$ cat src/sv/pfd_pkg.sv
package pfd_pkg;

	localparam logic [1:0] CMD_LOAD = 2'd0;
	localparam logic [1:0] CMD_LETTER = 2'd1;
	localparam logic [1:0] CMD_END = 2'd2;

	localparam logic REG_PAD = 1'b0;
	localparam logic REG_SKIP = 1'b1;

	localparam logic [7:0] PAD_RESET = 8'h58;
	localparam logic [7:0] SKIP_RESET = 8'h20;

	localparam logic [7:0] LOWER_A = 8'h61;
	localparam logic [7:0] LOWER_Z = 8'h7a;
	localparam logic [7:0] CASE_OFFSET = 8'h20;

	localparam int OP_DEPTH = 4;
	localparam int OUT_DEPTH = 4;

	typedef enum logic {
		OP_LOAD = 1'b0,
		OP_PAIR = 1'b1
	} op_kind_t;

	typedef struct packed {
		op_kind_t kind;
		logic [4:0] idx;
		logic [7:0] a;
		logic [7:0] b;
	} op_t;

	typedef struct packed {
		logic [7:0] sym;
		logic second;
		logic nf;
	} res_t;

endpackage

$ cat src/sv/pfd_ram.sv
module pfd_ram #(
	parameter int WIDTH = 8,
	parameter int DEPTH = 25
) (
	input logic clk,
	input logic we,
	input logic [$clog2(DEPTH)-1:0] waddr,
	input logic [WIDTH-1:0] wdata,
	input logic [$clog2(DEPTH)-1:0] raddr,
	output logic [WIDTH-1:0] rdata
);

	logic [WIDTH-1:0] mem_q [DEPTH];
	logic [WIDTH-1:0] rdata_q;

	// read-first: a read and a write to the same address return old data
	always_ff @(posedge clk) begin
		if (we) begin
			mem_q[waddr] <= wdata;
		end
		rdata_q <= mem_q[raddr];
	end

	assign rdata = rdata_q;

endmodule

$ cat src/sv/pfd_fifo.sv
module pfd_fifo #(
	parameter int WIDTH = 8,
	parameter int DEPTH = 4
) (
	input logic clk,
	input logic arst_n,
	input logic push,
	input logic [WIDTH-1:0] wdata,
	input logic pop,
	output logic [WIDTH-1:0] rdata,
	output logic empty,
	output logic full,
	output logic [$clog2(DEPTH+1)-1:0] count
);

	localparam int PW = $clog2(DEPTH);
	localparam int CW = $clog2(DEPTH+1);

	logic [WIDTH-1:0] buf_q [DEPTH];
	logic [PW-1:0] wptr_q;
	logic [PW-1:0] rptr_q;
	logic [CW-1:0] count_q;
	logic do_push;
	logic do_pop;

	assign empty = (count_q == '0);
	assign full = (count_q == CW'(DEPTH));
	assign count = count_q;
	assign rdata = buf_q[rptr_q];
	assign do_push = push && !full;
	assign do_pop = pop && !empty;

	always_ff @(posedge clk or negedge arst_n) begin
		if (!arst_n) begin
			wptr_q <= '0;
			rptr_q <= '0;
			count_q <= '0;
		end else begin
			if (do_push) begin
				wptr_q <= (wptr_q == PW'(DEPTH-1)) ? '0 : wptr_q + 1'b1;
			end
			if (do_pop) begin
				rptr_q <= (rptr_q == PW'(DEPTH-1)) ? '0 : rptr_q + 1'b1;
			end
			if (do_push && !do_pop) begin
				count_q <= count_q + 1'b1;
			end else if (do_pop && !do_push) begin
				count_q <= count_q - 1'b1;
			end
		end
	end

	always_ff @(posedge clk) begin
		if (do_push) begin
			buf_q[wptr_q] <= wdata;
		end
	end

endmodule

$ cat src/sv/pfd_front.sv
module pfd_front #(
	parameter int SQUARE_SIDE = 5
) (
	input logic clk,
	input logic arst_n,
	input logic accept,
	input logic [1:0] cmd,
	input logic [4:0] cell_index,
	input logic [7:0] symbol,
	input logic cfg_we,
	input logic cfg_index,
	input logic [7:0] cfg_data,
	output logic op_valid,
	output pfd_pkg::op_t op
);

	localparam int CELLS = SQUARE_SIDE * SQUARE_SIDE;

	logic [7:0] pad_q;
	logic [7:0] skip_q;
	logic [7:0] held_q;
	logic held_valid_q;
	logic [7:0] held_d;
	logic held_valid_d;
	logic [7:0] letter;

	always_ff @(posedge clk or negedge arst_n) begin
		if (!arst_n) begin
			pad_q <= pfd_pkg::PAD_RESET;
			skip_q <= pfd_pkg::SKIP_RESET;
		end else if (cfg_we) begin
			case (cfg_index)
				pfd_pkg::REG_PAD: pad_q <= cfg_data;
				pfd_pkg::REG_SKIP: skip_q <= cfg_data;
				default: ;
			endcase
		end
	end

	always_comb begin
		letter = symbol;
		if (symbol inside {[pfd_pkg::LOWER_A:pfd_pkg::LOWER_Z]}) begin
			letter = symbol - pfd_pkg::CASE_OFFSET;
		end
	end

	always_comb begin
		op_valid = 1'b0;
		op.kind = pfd_pkg::OP_LOAD;
		op.idx = cell_index;
		op.a = symbol;
		op.b = pad_q;
		held_d = held_q;
		held_valid_d = held_valid_q;
		if (accept) begin
			case (cmd)
				pfd_pkg::CMD_LOAD: begin
					op_valid = (32'(cell_index) < CELLS);
				end
				pfd_pkg::CMD_LETTER: begin
					if (symbol != skip_q) begin
						if (!held_valid_q) begin
							held_d = letter;
							held_valid_d = 1'b1;
						end else begin
							op_valid = 1'b1;
							op.kind = pfd_pkg::OP_PAIR;
							op.a = held_q;
							if (letter != held_q) begin
								op.b = letter;
								held_d = '0;
								held_valid_d = 1'b0;
							end
						end
					end
				end
				pfd_pkg::CMD_END: begin
					if (held_valid_q) begin
						op_valid = 1'b1;
						op.kind = pfd_pkg::OP_PAIR;
						op.a = held_q;
						held_d = '0;
						held_valid_d = 1'b0;
					end
				end
				default: ;
			endcase
		end
	end

	always_ff @(posedge clk or negedge arst_n) begin
		if (!arst_n) begin
			held_q <= '0;
			held_valid_q <= 1'b0;
		end else begin
			held_q <= held_d;
			held_valid_q <= held_valid_d;
		end
	end

endmodule

$ cat src/sv/pfd_back.sv
module pfd_back #(
	parameter int SQUARE_SIDE = 5
) (
	input logic clk,
	input logic arst_n,
	input logic op_empty,
	input pfd_pkg::op_t op,
	output logic op_pop,
	input logic [$clog2(pfd_pkg::OUT_DEPTH+1)-1:0] out_count,
	output logic res_valid,
	output pfd_pkg::res_t res
);

	localparam int CELLS = SQUARE_SIDE * SQUARE_SIDE;
	localparam int AW = $clog2(CELLS);
	localparam int RW = $clog2(SQUARE_SIDE);

	logic [7:0] cells_q [CELLS];

	logic fa;
	logic fb;
	logic [RW-1:0] ra;
	logic [RW-1:0] ca;
	logic [RW-1:0] rb;
	logic [RW-1:0] cb;

	logic valid_s1;
	logic step_s1;
	logic ok_s1;
	logic [RW-1:0] ra_s1;
	logic [RW-1:0] ca_s1;
	logic [RW-1:0] rb_s1;
	logic [RW-1:0] cb_s1;

	logic valid_s2;
	logic second_s2;
	logic nf_s2;

	logic issue;
	logic load_we;
	logic [AW-1:0] load_addr;
	logic [RW-1:0] sel_r;
	logic [RW-1:0] sel_c;
	logic [AW-1:0] rd_addr;
	logic [7:0] rd_data;

	function automatic logic [RW-1:0] wrap_inc(input logic [RW-1:0] v);
		wrap_inc = (v == RW'(SQUARE_SIDE-1)) ? '0 : v + 1'b1;
	endfunction

	// first match in row-major order
	always_comb begin
		fa = 1'b0;
		fb = 1'b0;
		ra = '0;
		ca = '0;
		rb = '0;
		cb = '0;
		for (int r = 0; r < SQUARE_SIDE; r++) begin
			for (int c = 0; c < SQUARE_SIDE; c++) begin
				if (!fa && cells_q[r*SQUARE_SIDE+c] == op.a) begin
					fa = 1'b1;
					ra = RW'(r);
					ca = RW'(c);
				end
				if (!fb && cells_q[r*SQUARE_SIDE+c] == op.b) begin
					fb = 1'b1;
					rb = RW'(r);
					cb = RW'(c);
				end
			end
		end
	end

	assign issue = valid_s1 &&
		((32'(out_count) + 32'(valid_s2)) < pfd_pkg::OUT_DEPTH);
	assign op_pop = !op_empty && (!valid_s1 || (issue && step_s1));
	assign load_we = op_pop && (op.kind == pfd_pkg::OP_LOAD);
	assign load_addr = AW'(op.idx);

	always_ff @(posedge clk) begin
		if (load_we) begin
			cells_q[load_addr] <= op.a;
		end
	end

	always_ff @(posedge clk or negedge arst_n) begin
		if (!arst_n) begin
			valid_s1 <= 1'b0;
			step_s1 <= 1'b0;
		end else if (op_pop) begin
			valid_s1 <= (op.kind == pfd_pkg::OP_PAIR);
			step_s1 <= 1'b0;
		end else if (issue) begin
			valid_s1 <= !step_s1;
			step_s1 <= !step_s1;
		end
	end

	always_ff @(posedge clk) begin
		if (op_pop) begin
			ok_s1 <= fa && fb;
			ra_s1 <= ra;
			ca_s1 <= ca;
			rb_s1 <= rb;
			cb_s1 <= cb;
		end
	end

	always_comb begin
		if (ra_s1 == rb_s1) begin
			sel_r = step_s1 ? rb_s1 : ra_s1;
			sel_c = step_s1 ? wrap_inc(cb_s1) : wrap_inc(ca_s1);
		end else if (ca_s1 == cb_s1) begin
			sel_r = step_s1 ? wrap_inc(rb_s1) : wrap_inc(ra_s1);
			sel_c = step_s1 ? cb_s1 : ca_s1;
		end else begin
			sel_r = step_s1 ? rb_s1 : ra_s1;
			sel_c = step_s1 ? ca_s1 : cb_s1;
		end
		rd_addr = AW'(32'(sel_r) * SQUARE_SIDE + 32'(sel_c));
	end

	pfd_ram #(
		.WIDTH(8),
		.DEPTH(CELLS)
	) u_square (
		.clk(clk),
		.we(load_we),
		.waddr(load_addr),
		.wdata(op.a),
		.raddr(rd_addr),
		.rdata(rd_data)
	);

	always_ff @(posedge clk or negedge arst_n) begin
		if (!arst_n) begin
			valid_s2 <= 1'b0;
		end else begin
			valid_s2 <= issue;
		end
	end

	always_ff @(posedge clk) begin
		if (issue) begin
			second_s2 <= step_s1;
			nf_s2 <= !ok_s1;
		end
	end

	assign res_valid = valid_s2;
	assign res.sym = nf_s2 ? 8'h00 : rd_data;
	assign res.second = second_s2;
	assign res.nf = nf_s2;

endmodule

$ cat src/sv/playfair_digraph_encryptor.sv
// Playfair digraph encryptor. Items enter through a queue-style port (push/full) and
// results leave through one (empty/pop). cmd 0 loads one square cell, cmd 1 feeds a
// plaintext letter, cmd 2 ends the text and pads a held odd letter. A new item is
// taken every cycle until the 4-entry command queue fills. One square RAM read is made
// per ciphertext byte, the two bytes of a pair in turn, so results stream at one per
// cycle while the output queue has room; each byte passes the command queue, stage 1
// and the registered square read. The square powers up unknown and has no clearing
// pass: load every cell before sending letters. Registers: index 0 pad symbol
// (reset 'X'), index 1 skip symbol (reset space); write them only while idle.
module playfair_digraph_encryptor #(
	parameter int SQUARE_SIDE = 5
) (
	input logic clk,
	input logic arst_n,
	input logic push,
	output logic full,
	input logic [1:0] cmd,
	input logic [4:0] cell_index,
	input logic [7:0] symbol,
	output logic empty,
	input logic pop,
	output logic [7:0] out_symbol,
	output logic second_of_pair,
	output logic not_found,
	input logic cfg_we,
	input logic cfg_index,
	input logic [7:0] cfg_data
);

	localparam int OPW = $bits(pfd_pkg::op_t);
	localparam int RESW = $bits(pfd_pkg::res_t);

	logic accept;
	logic op_valid;
	pfd_pkg::op_t op_in;
	pfd_pkg::op_t op_head;
	logic op_empty;
	logic op_pop;
	logic res_valid;
	pfd_pkg::res_t res_in;
	pfd_pkg::res_t res_head;
	logic [$clog2(pfd_pkg::OUT_DEPTH+1)-1:0] out_count;

	assign accept = push && !full;

	pfd_front #(
		.SQUARE_SIDE(SQUARE_SIDE)
	) u_front (
		.clk(clk),
		.arst_n(arst_n),
		.accept(accept),
		.cmd(cmd),
		.cell_index(cell_index),
		.symbol(symbol),
		.cfg_we(cfg_we),
		.cfg_index(cfg_index),
		.cfg_data(cfg_data),
		.op_valid(op_valid),
		.op(op_in)
	);

	pfd_fifo #(
		.WIDTH(OPW),
		.DEPTH(pfd_pkg::OP_DEPTH)
	) u_op_fifo (
		.clk(clk),
		.arst_n(arst_n),
		.push(op_valid),
		.wdata(op_in),
		.pop(op_pop),
		.rdata(op_head),
		.empty(op_empty),
		.full(full),
		.count()
	);

	pfd_back #(
		.SQUARE_SIDE(SQUARE_SIDE)
	) u_back (
		.clk(clk),
		.arst_n(arst_n),
		.op_empty(op_empty),
		.op(op_head),
		.op_pop(op_pop),
		.out_count(out_count),
		.res_valid(res_valid),
		.res(res_in)
	);

	pfd_fifo #(
		.WIDTH(RESW),
		.DEPTH(pfd_pkg::OUT_DEPTH)
	) u_out_fifo (
		.clk(clk),
		.arst_n(arst_n),
		.push(res_valid),
		.wdata(res_in),
		.pop(pop),
		.rdata(res_head),
		.empty(empty),
		.full(),
		.count(out_count)
	);

	assign out_symbol = res_head.sym;
	assign second_of_pair = res_head.second;
	assign not_found = res_head.nf;

endmodule

$ cat config.mk
export PLATFORM = sky130hd
export DESIGN_NAME = playfair_digraph_encryptor
export DESIGN_NICKNAME = d
export VERILOG_FILES = /design/src/sv/pfd_pkg.sv /design/src/sv/pfd_ram.sv /design/src/sv/pfd_fifo.sv /design/src/sv/pfd_front.sv /design/src/sv/pfd_back.sv /design/src/sv/playfair_digraph_encryptor.sv
export SDC_FILE = /design/constraint.sdc
export NUM_CORES = 1
export LEC_CHECK = 0
export ABC_AREA = 1
export BUFFER_PORTS_ARGS = -buffer_cell sky130_fd_sc_hd__buf_2
export CAP_MARGIN = 20
export CORE_MARGIN = 2
export CORE_UTILIZATION = 32
export DETAILED_ROUTE_END_ITERATION = 12
export GPL_TIMING_DRIVEN = 0
export PLACE_DENSITY = 0.48
export SETUP_SLACK_MARGIN = 0.2
export SLEW_MARGIN = 20
export SYNTH_ARGS = -nofsm -noshare
export SYNTH_HDL_FRONTEND = slang
export SYNTH_SLANG_ARGS = --single-unit
$ cat constraint.sdc
create_clock -name clk -period 4.85 [get_ports clk]
set_input_delay 0.485 -clock clk [delete_from_list [all_inputs] [get_ports clk]]
set_output_delay 0.485 -clock clk [all_outputs]
set_load 0.1 [all_outputs]
# Word level (Yosys, flattened, before mapping)
# Memory sizes are Yosys's and may differ from the RTL's. A register that Yosys moved wholly into a read port is not among the register bits.
# Cells that the tools add are included.
dict set report word_totals {
  register_bits 57
  ramBits 528
  elab_cells 431
  memories 4
}
# name depth word_bits rd rd_ports_with_merged_regs write_ports line
set memory_table {}
lappend memory_table {u_back.cells_q 25 8 25 0 1 pfd_back.sv:18} ;# logic [7:0] cells_q [CELLS];
lappend memory_table {u_back.u_square.mem_q 25 8 1 1 1 pfd_ram.sv:13} ;# logic [WIDTH-1:0] mem_q [DEPTH];
lappend memory_table {u_op_fifo.buf_q 4 22 1 0 1 pfd_fifo.sv:19} ;# logic [WIDTH-1:0] buf_q [DEPTH];
lappend memory_table {u_out_fifo.buf_q 4 10 1 0 1 pfd_fifo.sv:19}
dict set report op_classes {
  addsub 15
  multipliers 1
  magnitude_cmp 4
  n_eq_ne 69
  muxes 180
  bitwise 2
  n_reduce_logical 136
}
# cell count
set ops {}
lappend ops {{8-bit == test} 50}
lappend ops {{3-bit 2-to-1 mux} 60}
lappend ops {{1-bit 2-to-1 mux} 78}
lappend ops {{8-bit 2-to-1 mux} 9}
lappend ops {{1-bit logical AND} 63}
lappend ops {{1-bit logical NOT} 59}
lappend ops {{2-bit 2-to-1 mux} 25}
lappend ops {{16-bit 2-to-1 mux} 3}
lappend ops {{32-bit by 3-bit less-than comparator with 1-bit output, second input constant} 1}
lappend ops {{8-bit case mux with 2 select lines} 2}
lappend ops {{3-bit by 1-bit adder with 3-bit output, second input constant} 6}
lappend ops {{3-bit == test, second input constant} 6}
lappend ops {{8-bit != test} 2}
lappend ops {{2-bit == test, second input constant} 5}
lappend ops {{5-bit OR reduction} 2}
lappend ops {{2-bit by 1-bit adder with 2-bit output, second input constant} 4}
lappend ops {{8-bit by 7-bit greater-or-equal comparator with 1-bit output, second input constant} 1}
lappend ops {{8-bit by 7-bit less-or-equal comparator with 1-bit output, second input constant} 1}
lappend ops {{2-bit nonzero test} 4}
lappend ops {{8-bit by 6-bit subtractor with 8-bit output, second input constant} 1}
lappend ops {{3-bit == test} 2}
lappend ops {{3-bit logical NOT} 2}
lappend ops {{3-bit by 1-bit subtractor with 3-bit output, second input constant} 2}
lappend ops {{5-bit by 3-bit adder with 5-bit output} 1}
lappend ops {{other kinds (14)} 18}

# Logic depth before layout (Yosys ltp)
# Gate-level depths: netlist of run 1.
# An unclocked memory read counts as a cell.
dict set report depth {
  word_depth 76
  depth_mapped 27
}

# By module
# From an unflattened synthesis of run 1, not the netlist that was laid out.
dict set report hier_totals {
  cells_unflattened 3159
  hier_area_um2 30666.9
}
# mod instances cells_per_inst area_per_inst_um2 seq_area_each_um2
set modules_own_cells {}
lappend modules_own_cells {pfd_back 1 1553 13758.2 6531.3}
lappend modules_own_cells {pfd_ram 1 839 8848.5 6165.9}
lappend modules_own_cells {{pfd_fifo (u_op_fifo)} 1 317 4088.9 2817.7}
lappend modules_own_cells {{pfd_fifo (u_out_fifo)} 1 177 2074.5 1376.3}
lappend modules_own_cells {pfd_front 1 271 1886.8 630.6}
lappend modules_own_cells {playfair_digraph_encryptor 1 2 10.0 0.0}

# Worst setup path after synthesis of run 1
# No wires, ideal clock.
dict set report synth_timing {
  path_kind {register -> register}
  from {register u_out_fifo.count_q[0], in the netlist u_out_fifo.count[0]}
  to {register u_out_fifo.count_q[2], in the netlist u_out_fifo.count[2]}
  t_arrival_ns 3.908
  path_slack_ns 0.811
  stages_incl_launch_ff 10
  period_less_slack_ns 4.039
  path_cell_list {dfrtp_1 nor3_1 nor2_1 inv_1 ha_1 inv_1 fa_1 a21oi_1 o21ai_0 xor2_1}
}
dict set report synth_between {
  elab_chain_len 6
  elab_cells_between_ends 15
}
# element line
set synth_lines {}
lappend synth_lines {{start, declared} pfd_fifo.sv:22} ;# logic [CW-1:0] count_q;
lappend synth_lines {{start signal, assigned} pfd_fifo.sv:46} ;# count_q <= count_q + 1'b1;
lappend synth_lines {{start signal, assigned} pfd_fifo.sv:48} ;# count_q <= count_q - 1'b1;
lappend synth_lines {{3-bit logical NOT (*)} pfd_fifo.sv:26} ;# assign empty = (count_q == '0);
lappend synth_lines {{via empty} playfair_digraph_encryptor.sv:20} ;# output logic empty,
lappend synth_lines {{1-bit logical NOT (*)} pfd_fifo.sv:31} ;# assign do_pop = pop && !empty;
lappend synth_lines {{1-bit logical AND (*)} pfd_fifo.sv:31}
lappend synth_lines {{1-bit logical NOT} pfd_fifo.sv:45} ;# if (do_push && !do_pop) begin
lappend synth_lines {{1-bit logical AND} pfd_fifo.sv:45}
lappend synth_lines {{3-bit 2-to-1 mux or 2-bit nonzero test (tied branches)} --}
# The timed path passes the listed nets; every way through them passes the cells marked *. The select of a mux whose other input is x is not followed.
# A chain may end at the register's enable or synchronous reset.

# Final worst setup path of run 1
dict set report layout_timing {
  from {register u_back.ra_s1[0]}
  to {register u_back.u_square.rdata_q[2], in the netlist u_back.u_square.rdata[2] (read register of u_back.u_square.mem_q)}
}
dict set report layout_between {
  elab_chain_len 7
  elab_cells_between_ends 11
}
# element line
set layout_lines {}
lappend layout_lines {{start, declared} pfd_back.sv:30} ;# logic [RW-1:0] ra_s1;
lappend layout_lines {{start signal, assigned} pfd_back.sv:103} ;# ra_s1 <= ra;
lappend layout_lines {{3-bit by 1-bit adder with 3-bit output or 3-bit == test (tied branches)} pfd_back.sv:48} ;# wrap_inc = (v == RW'(SQUARE_SIDE-1)) ? '0 : v + 1'b1;
lappend layout_lines {{3-bit 2-to-1 mux} pfd_back.sv:48}
lappend layout_lines {{3-bit 2-to-1 mux} pfd_back.sv:115} ;# sel_r = step_s1 ? wrap_inc(rb_s1) : wrap_inc(ra_s1);
lappend layout_lines {{3-bit 2-to-1 mux} pfd_back.sv:114} ;# end else if (ca_s1 == cb_s1) begin
lappend layout_lines {{3-bit 2-to-1 mux} pfd_back.sv:111} ;# if (ra_s1 == rb_s1) begin
lappend layout_lines {{3-bit by 3-bit multiplier with 5-bit output} pfd_back.sv:121} ;# rd_addr = AW'(32'(sel_r) * SQUARE_SIDE + 32'(sel_c));
lappend layout_lines {{5-bit by 3-bit adder with 5-bit output (*)} pfd_back.sv:121}
lappend layout_lines {{end, declared} pfd_ram.sv:14} ;# logic [WIDTH-1:0] rdata_q;
# Every way passes the cells marked *; elsewhere a longest branch is shown, timed or not.

==> summary.md, run 1 <==
| Metric | Value |
|---|---|
| Signed area change from the synthesized netlist to the final layout | 13.60% |
| Area of the core region | 71730 µm² |
| Clock tree from TritonCTS | built |
| Sum of net half-perimeters after detailed placement | 56760 µm |
| Post-route clock skew | 0.01891 ns |
| Number of synthesized register bits | 393 |
| Number of DRC markers in iteration 0 | 1924 |
| Startpoint type of the worst setup path | flop |
| Final worst-path cycle share | 0.9187 |
| Measured slew at the worst slew-check pin | 1.059 ns |
| Most used standard cell by instance count after synthesis | sky130_fd_sc_hd__nand2_1 |
| Total number of placement rows | 98 |
| Launching point of the worst reg2reg path | u_back.ra_s1[0] |
| Post-CTS clock slew at the launch and capture registers of the worst setup and hold paths | 0.05 ns |
| Post-Synthesis Mean Instance Area | 9.419 µm² |
| Via density | 5.166 |
| Type of the worst min-delay path | in2reg |
| Share of layout cells above drive strength 1 | 0.1150 |
| Leading area contributor after synthesis | sky130_fd_sc_hd__edfxtp_1 |
| Initial antenna violation count | 2 |
| TritonCTS Sinks | 393 |
| Horizontal extent of the die | 273.9 µm |
| YS warnings | 0 |
| Syn_nets | 2539 |
| Setup repair after global routing missed its margin | true |
| Start point of the worst min-delay path | cell_index[4] |
| Insertion delay to the later sink of the worst-skew pair | 0.60 ns |
| Pin count of the biggest net entering global routing | 43 |
| Required time at the worst-slack endpoint | 5.31 ns |
| Global-route wire length before repair | 116100 µm |
| Arrival time of data at the critical path endpoint | 4.91 ns |
| H-tree depth | 2 |
| Relative max-transition margin | 0.2875 |
| Critical Path Source | u_back.ra_s1[0] |
| Routed length per placed instance | 21.91 µm |
| CP Capture Type | flop |
| CP top delay family | buffers and inverters |
| Clock buffer count from CTS | 47 |
| Share of the synthesized area in the top cell type | 0.4420 |
| Result of the run | finished clean |
| Fin nets | 2634 |
| Total die area | 74990 µm² |
| Register-to-register path setup slack | 0.39 ns |
| Proportion of synthesized chip area in sequential cells | 0.4942 |
| Number of filler cells placed in the layout | 7159 |
| Postcts setup bufs | 0 |
| Routed vias | 18380 |
| Global Route Usage Sum | 0.2070 |
| Number of setup violations in the final report | 0 |
| Largest cells by area after synthesis | sky130_fd_sc_hd__edfxtp_1 44%, sky130_fd_sc_hd__xor2_1 9.9%, sky130_fd_sc_hd__nand2_1 7.1% |
| Total of max-cap violations | 0 |
| Count of nets left with antenna violations after detail routing | 0 |
| Post-route design area | 26470 µm² |
| Xor/xnor cell area share of the yosys netlist | 0.1253 |
| Worst flop-to-flop path endpoint | u_back.u_square.rdata[2] |
| Length in cells of the worst reg-to-reg path | 15 |
| Diodes inserted | 0 |
| Number of cells produced by synthesis | 2474 |
| Post-place instance area | 24830 µm² |
| Most numerous cell types in the synthesized netlist | 439 x sky130_fd_sc_hd__nand2_1, 343 x sky130_fd_sc_hd__edfxtp_1, 263 x sky130_fd_sc_hd__xor2_1, 251 x sky130_fd_sc_hd__inv_1, 199 x sky130_fd_sc_hd__nor2_1 |
| Root buf cell | sky130_fd_sc_hd__clkbuf_16 |
| Min Clock Period, post-route | 4.456 ns |
| Count of pins on the block boundary | 41 |
| Primary FF master, synth | sky130_fd_sc_hd__edfxtp_1 |
| # placed instances | 3468 |
| Hold violation count in the final report | 0 |
| First-pass DRT Iterations | 6 |
| Critical Path Max Stage Delay | 0.57 ns |
| Slowest cell on the critical path | sky130_fd_sc_hd__clkbuf_1 |
| Peak clock frequency supported by timing | 224.4 MHz |
| Adder-cell area share of the yosys netlist | 0.02030 |
| Count of buffer and inverter cells on the critical path | 3 |
| Share of synthesized registers carrying an async set or reset | 0.1069 |
| Worst setup path class | reg2reg |
| CTS Buffer Depth | 3 |
| Distinct cell type count of the synthesized netlist | 63 |
| Critical path fanouts, max | 10 |
| Max-slew violations | 0 |
| Final Instance Count excl. Fillers | 3558 |
| Remaining design rule violation count | 0 |
| Number of enable-type register cells in the synthesized netlist | 343 |
| Aggregate global routing overflow | 0 |
| Number of cells on the worst hold path | 1 |
| Crit-path cells | xnor2_1, nand3_1, nand2_1, a21oi_1, o21ai_0, nand2_1, ha_1, ha_1, clkbuf_2, inv_1, clkbuf_1, o21ai_0, o211ai_1, nand3_1, a31oi_1 |
| Routability cong. | 0.9227 |
| Port bufs | 40 |
| Synthesized-area fraction occupied by ao, oa, aoi and oai cells | 0.09359 |
| Fraction of synthesized area in multiplexers | 0.001826 |
| Largest family of logic cells by synthesized area | simple AND/OR/NAND/NOR gates |
| Via count of the first global-routing pass | 18380 |
| Die boundary height | 273.9 µm |
| Cell Area, Synth | 23300 µm² |
| Initial Util | 0.3249 |
| Total wire length | 77960 µm |
| Post-Synth Simple-Gate Area | 0.1972 |
| Destination of the worst hold path | u_op_fifo.buf_q[1][20] |
[worst max-delay path by stage]
stage	to	depth (start not counted)
final	u_back.u_square.rdata[2]	15
after detailed placement	u_back.u_square.rdata[2]	14
after global placement	u_back.u_square.rdata[2]	14
after global routing	u_back.u_square.rdata[2]	15
after floorplan	u_out_fifo.count[2]	9
after CTS	u_back.u_square.rdata[1]	14
[registers in the layout, indices dropped and copies added (netlist names), 2 cells and up]
name	flops
u_back.u_square.mem_q	200
u_op_fifo.buf_q	88
u_out_fifo.buf_q	40
u_back.u_square.rdata	8
u_front.held_q	8
u_front.pad_q	8
u_front.skip_q	8
u_back.ca_s1	3
u_back.cb_s1	3
u_back.ra_s1	3
u_back.rb_s1	3
u_op_fifo.count	3
u_out_fifo.count	3
u_op_fifo.rptr_q	2
u_op_fifo.wptr_q	2
u_out_fifo.rptr_q	2
u_out_fifo.wptr_q	2
[repair_timing]
action                                 CTS  global route
endpoints found under the hold margin    0            38
setup endpoints to repair               16           152
pin swaps                                0             0
hold buffers                             0             1
resized for setup                       11            37
[final cells by class]
class	count	area, µm²	share of cell area
Buffer	99	611.8	0.02311
Clock buffer	56	1262	0.04769
Clock inverter	32	284.0	0.01073
Inverter	262	1007	0.03805
Multi-Input combinational cell	1720	10260	0.3878
Sequential cell	393	11520	0.4351
Tap cell	950	1189	0.04490
Timing Repair Buffer	46	335.3	0.01267
[through the flow]
stage / setup TNS, ns / util / hold WS [ns] / worst slack (ns)
final: 0 / 0.3690 / 0.1224 / 0.3941
after global routing: 0 / 0.3690 / 0.1138 / 0.1571
after CTS: 0 / 0.3680 / 0.07053 / 0.2350
after detailed placement: -2.249 / 0.3461 / 0.4370 / -0.4760
after global placement: -1.986 / 0.3442 / 0.4371 / -0.4571
after floorplan: 0 / - / 0.1894 / 0.8109
[cells in the final DEF, fill, tap and decap left out, drive strengths merged, types with 8 or more instances in the layout]
cell,synthesis,layout
clkinv,3,27
o211ai,19,19
inv,259,259
nand3,163,163
o22ai,42,42
a21oi,95,95
buf,45,90
nor2,212,212
dfxtp,8,8
nand4,45,45
nor4,32,32
nand2,463,463
xnor2,61,61
clkbuf,54,110
a31oi,12,12
dfrtp,38,38
nor3,24,24
ha,33,33
xor2,268,268
edfxtp,343,343
o21ai,192,192
[logic make-up after synthesis]
kind of cell | Yosys count
AO/OA/AOI/OAI | 391
AND/OR/NAND/NOR | 960
flip-flops | 393
XOR/XNOR | 329
adder cells (fa/ha/maj) | 36
buffers and inverters | 361
multiplexers | 4
[per-layer routing]
metal	wire length [µm]	GRT usage
met3	4800	0.03153
met4	2035	0.06035
met1	34450	0.2800
met5	27	0
met2	36640	0.3424
[worst register-to-register path: stages, from the launching register on]
cell                       delay, ns
sky130_fd_sc_hd__edfxtp_1       0.46
sky130_fd_sc_hd__xnor2_1        0.18
sky130_fd_sc_hd__nand3_1        0.23
sky130_fd_sc_hd__nand2_1        0.24
sky130_fd_sc_hd__a21oi_1        0.09
sky130_fd_sc_hd__o21ai_0        0.10
sky130_fd_sc_hd__nand2_1        0.13
sky130_fd_sc_hd__ha_1           0.32
sky130_fd_sc_hd__ha_1           0.29
sky130_fd_sc_hd__clkbuf_2       0.23
sky130_fd_sc_hd__inv_1          0.38
sky130_fd_sc_hd__clkbuf_1       0.58
sky130_fd_sc_hd__o21ai_0        0.20
sky130_fd_sc_hd__o211ai_1       0.24
sky130_fd_sc_hd__nand3_1        0.25
sky130_fd_sc_hd__a31oi_1        0.42
Power of run 1 is not shown: default switching activity piles up to over one toggle a cycle in this logic, so the estimate is an artifact.
==> inputs of run 2 (changes only) <==
--- a/config.mk
+++ b/config.mk
@@ -12,7 +12,7 @@
 export CORE_UTILIZATION = 32
 export DETAILED_ROUTE_END_ITERATION = 12
 export GPL_TIMING_DRIVEN = 0
-export PLACE_DENSITY = 0.48
+export PLACE_DENSITY = 0.5
 export SETUP_SLACK_MARGIN = 0.2
 export SLEW_MARGIN = 20
 export SYNTH_ARGS = -nofsm -noshare
==> constraint.sdc (replaced) <==
create_clock -name clk -period 4 [get_ports clk]
set_input_delay 0.4 -clock clk [delete_from_list [all_inputs] [get_ports clk]]
set_output_delay 0.4 -clock clk [all_outputs]
set_load 0.1 [all_outputs]
==> run 2 against run 1 <==
Cell count rose by 0.96%. Routed wire length rose by 0.71%. Register-to-register slack got worse by 0.14 ns. Die area did not move. Core utilization rose by 1.4 points. First-iteration DRC count fell by 10%. Count of clock-buffer cells in the layout rose by 5. Design area rose by 3.9%. Clock skew rose by 0.0077 ns. Hold slack got worse by 0.087 ns.
==> summary.md, run 2 (synthesized netlist as in run 1, its figures left out) <==
| Metric | Value |
|---|---|
| Required time at the worst-slack endpoint | 4.22 ns |
| Clock tree from TritonCTS | built |
| Result of the run | finished clean |
| Horizontal extent of the die | 273.9 µm |
| Aggregate global routing overflow | 0 |
| Post-route clock skew | 0.02662 ns |
| Count of nets left with antenna violations after detail routing | 0 |
| Total wire length | 78510 µm |
| Worst setup path class | reg2reg |
| Relative max-transition margin | 0.3084 |
| Critical Path Max Stage Delay | 0.82 ns |
| H-tree depth | 2 |
| Register-to-register path setup slack | 0.25 ns |
| Via count of the first global-routing pass | 18340 |
| Routed length per placed instance | 21.86 µm |
| Remaining design rule violation count | 0 |
| First-pass DRT Iterations | 5 |
| Port bufs | 40 |
| Total of max-cap violations | 0 |
| Biggest register | u_back.u_square.mem_q |
| Most frequent standard cell in the layout excluding fill and tap cells | sky130_fd_sc_hd__nand2_1 |
| Global-route wire length before repair | 114900 µm |
| Initial Util | 0.3249 |
| Number of cells on the worst hold path | 1 |
| Max-slew violations | 0 |
| Worst flop-to-flop path endpoint | u_back.u_square.mem_q[11][6] |
| Min Clock Period, post-route | 3.749 ns |
| Most frequent cells in the layout | 437 x sky130_fd_sc_hd__nand2_1, 343 x sky130_fd_sc_hd__edfxtp_1, 263 x sky130_fd_sc_hd__xor2_1 |
| Insertion delay to the later sink of the worst-skew pair | 0.61 ns |
| Launching point of the worst reg2reg path | u_op_fifo.rptr_q[0] |
| Startpoint type of the worst setup path | flop |
| Root buf cell | sky130_fd_sc_hd__clkbuf_16 |
| Library cell appearing most often on the critical path | sky130_fd_sc_hd__nand2_1 |
| Count of pins on the block boundary | 41 |
| Critical path fanouts, max | 10 |
| Signed area change from the synthesized netlist to the final layout | 18.00% |
| Pin count of the biggest net entering global routing | 43 |
| CTS Buffer Depth | 3 |
| Number of filler cells placed in the layout | 7087 |
| Peak clock frequency supported by timing | 266.7 MHz |
| Max reg flops | 200 |
| Start point of the worst min-delay path | cell_index[1] |
| Post-CTS clock slew at the launch and capture registers of the worst setup and hold paths | 0.06 ns |
| Register Area | 11520 µm² |
| Number of setup violations in the final report | 0 |
| Slowest cell on the critical path | sky130_fd_sc_hd__nor2_1 |
| Total number of placement rows | 98 |
| Largest registers | u_back.u_square.mem_q: 200 flops, u_op_fifo.buf_q: 88 flops, u_out_fifo.buf_q: 40 flops |
| Routability cong. | 0.9141 |
| TritonCTS Sinks | 393 |
| Hold violation count in the final report | 0 |
| Destination of the worst hold path | u_op_fifo.buf_q[2][17] |
| Area of the core region | 71730 µm² |
| Initial antenna violation count | 2 |
| Setup TNS after final layout | 0 ns |
| Die boundary height | 273.9 µm |
| CP top delay family | simple AND/OR/NAND/NOR gates |
| Measured slew at the worst slew-check pin | 1.034 ns |
| Arrival time of data at the critical path endpoint | 3.97 ns |
| Area taken by multi-input logic gates | 10860 µm² |
| Via density | 5.223 |
| Fin nets | 2668 |
| Share of layout cells above drive strength 1 | 0.1545 |
| Routed vias | 18760 |
| Count of buffer and inverter cells on the critical path | 3 |
| Number of DRC markers in iteration 0 | 1730 |
| Sum of net half-perimeters after detailed placement | 55700 µm |
| Final worst-path cycle share | 0.9374 |
| Clock buffer count from CTS | 47 |
| Type of the worst min-delay path | in2reg |
| Setup repair after global routing missed its margin | true |
| Length in cells of the worst reg-to-reg path | 7 |
| Total die area | 74990 µm² |
| Global Route Usage Sum | 0.2042 |
| CP Capture Type | flop |
| Crit-path cells | buf_6, buf_4, clkbuf_1, nand2_1, a32oi_1, nand2_1, nor2_1 |
==> run 2: cell types whose count changed in the layout (fill, tap and decap cells not counted), moves of 9 or more <==
| cell | before | now |
|---|---|---|
| sky130_fd_sc_hd__buf_4 | 10 | 43 |
| sky130_fd_sc_hd__nand3_4 | 9 | 18 |
| sky130_fd_sc_hd__nor4_1 | 29 | 17 |
| sky130_fd_sc_hd__nor2_1 | 192 | 175 |
| sky130_fd_sc_hd__nor2_2 | 13 | 23 |
| sky130_fd_sc_hd__clkbuf_4 | 2 | 14 |
| sky130_fd_sc_hd__nand3_1 | 131 | 121 |
==> run 2: worst max path at each step <==
stage                   startpoint                      endpoint  cells past startpoint
2_1_floorplan      u_back.rb_s1[2]      u_back.u_square.rdata[4]                     14
3_3_place_gp        u_back.step_s1      u_back.u_square.rdata[2]                     14
3_5_place_dp        u_back.step_s1      u_back.u_square.rdata[2]                     14
4_1_cts            u_back.cb_s1[0]      u_back.u_square.rdata[2]                     15
5_1_grt        u_op_fifo.rptr_q[0]  u_back.u_square.mem_q[11][6]                      7
6_report       u_op_fifo.rptr_q[0]  u_back.u_square.mem_q[11][6]                      7
==> run 2: through the flow <==
step | utilization | hold slack (ns) | area (µm²) | std cells | worst slack, ns
after detailed placement | 0.3460 | 0.4622 | 24820 | 3468 | -1.371
after floorplan | - | 0.1044 | 23310 | 2474 | 0.4641
final | 0.3833 | 0.03508 | 27500 | 3592 | 0.2505
after global placement | 0.3443 | 0.4646 | 24700 | 3464 | -1.376
after global routing | 0.3833 | 0.02955 | 27500 | 3591 | 0.1219
after CTS | 0.3733 | 0.005805 | 26770 | 3563 | 0.1089
==> run 2: worst register-to-register path, stage by stage (launching register included) <==
cell and delay [ns]:
sky130_fd_sc_hd__dfrtp_1 0.37, sky130_fd_sc_hd__buf_6 0.18, sky130_fd_sc_hd__buf_4 0.20, sky130_fd_sc_hd__clkbuf_1 0.39, sky130_fd_sc_hd__nand2_1 0.10, sky130_fd_sc_hd__a32oi_1 0.65
sky130_fd_sc_hd__nand2_1 0.64, sky130_fd_sc_hd__nor2_1 0.83
==> run 2: final cells by class <==
type	count	area share
Clock inverter	26	0.01037
Antenna cell	1	0.00009100
Timing Repair Buffer	76	0.02020
Clock buffer	61	0.04541
Buffer	99	0.02680
Tap cell	950	0.04323
Inverter	262	0.03927
Timing Repair inverter	3	0.0009555
Sequential cell	393	0.4188
Multi-Input combinational cell	1721	0.3949
==> run 2: timing repair <==
item / in CTS / in global routing
hold buffers: 2 / 0
gates resized for setup: 114 / 107
setup endpoints to repair: 221 / 86
buffers inserted: 6 / 23
pin swaps: 2 / 22
cloned: 0 / 4
hold endpoints to repair: 30 / 0
==> run 2: metal layers <==
layer | part of all wire | GRT usage | vias up
met2 | 0.46 | 0.3337 | 681
li1 | - | - | 8661
met5 | 0 | 0 | -
met3 | 0.067 | 0.03100 | 168
met1 | 0.43 | 0.2751 | 9250
met4 | 0.036 | 0.07151 | 0
Power of run 2 is left out for the same reason.
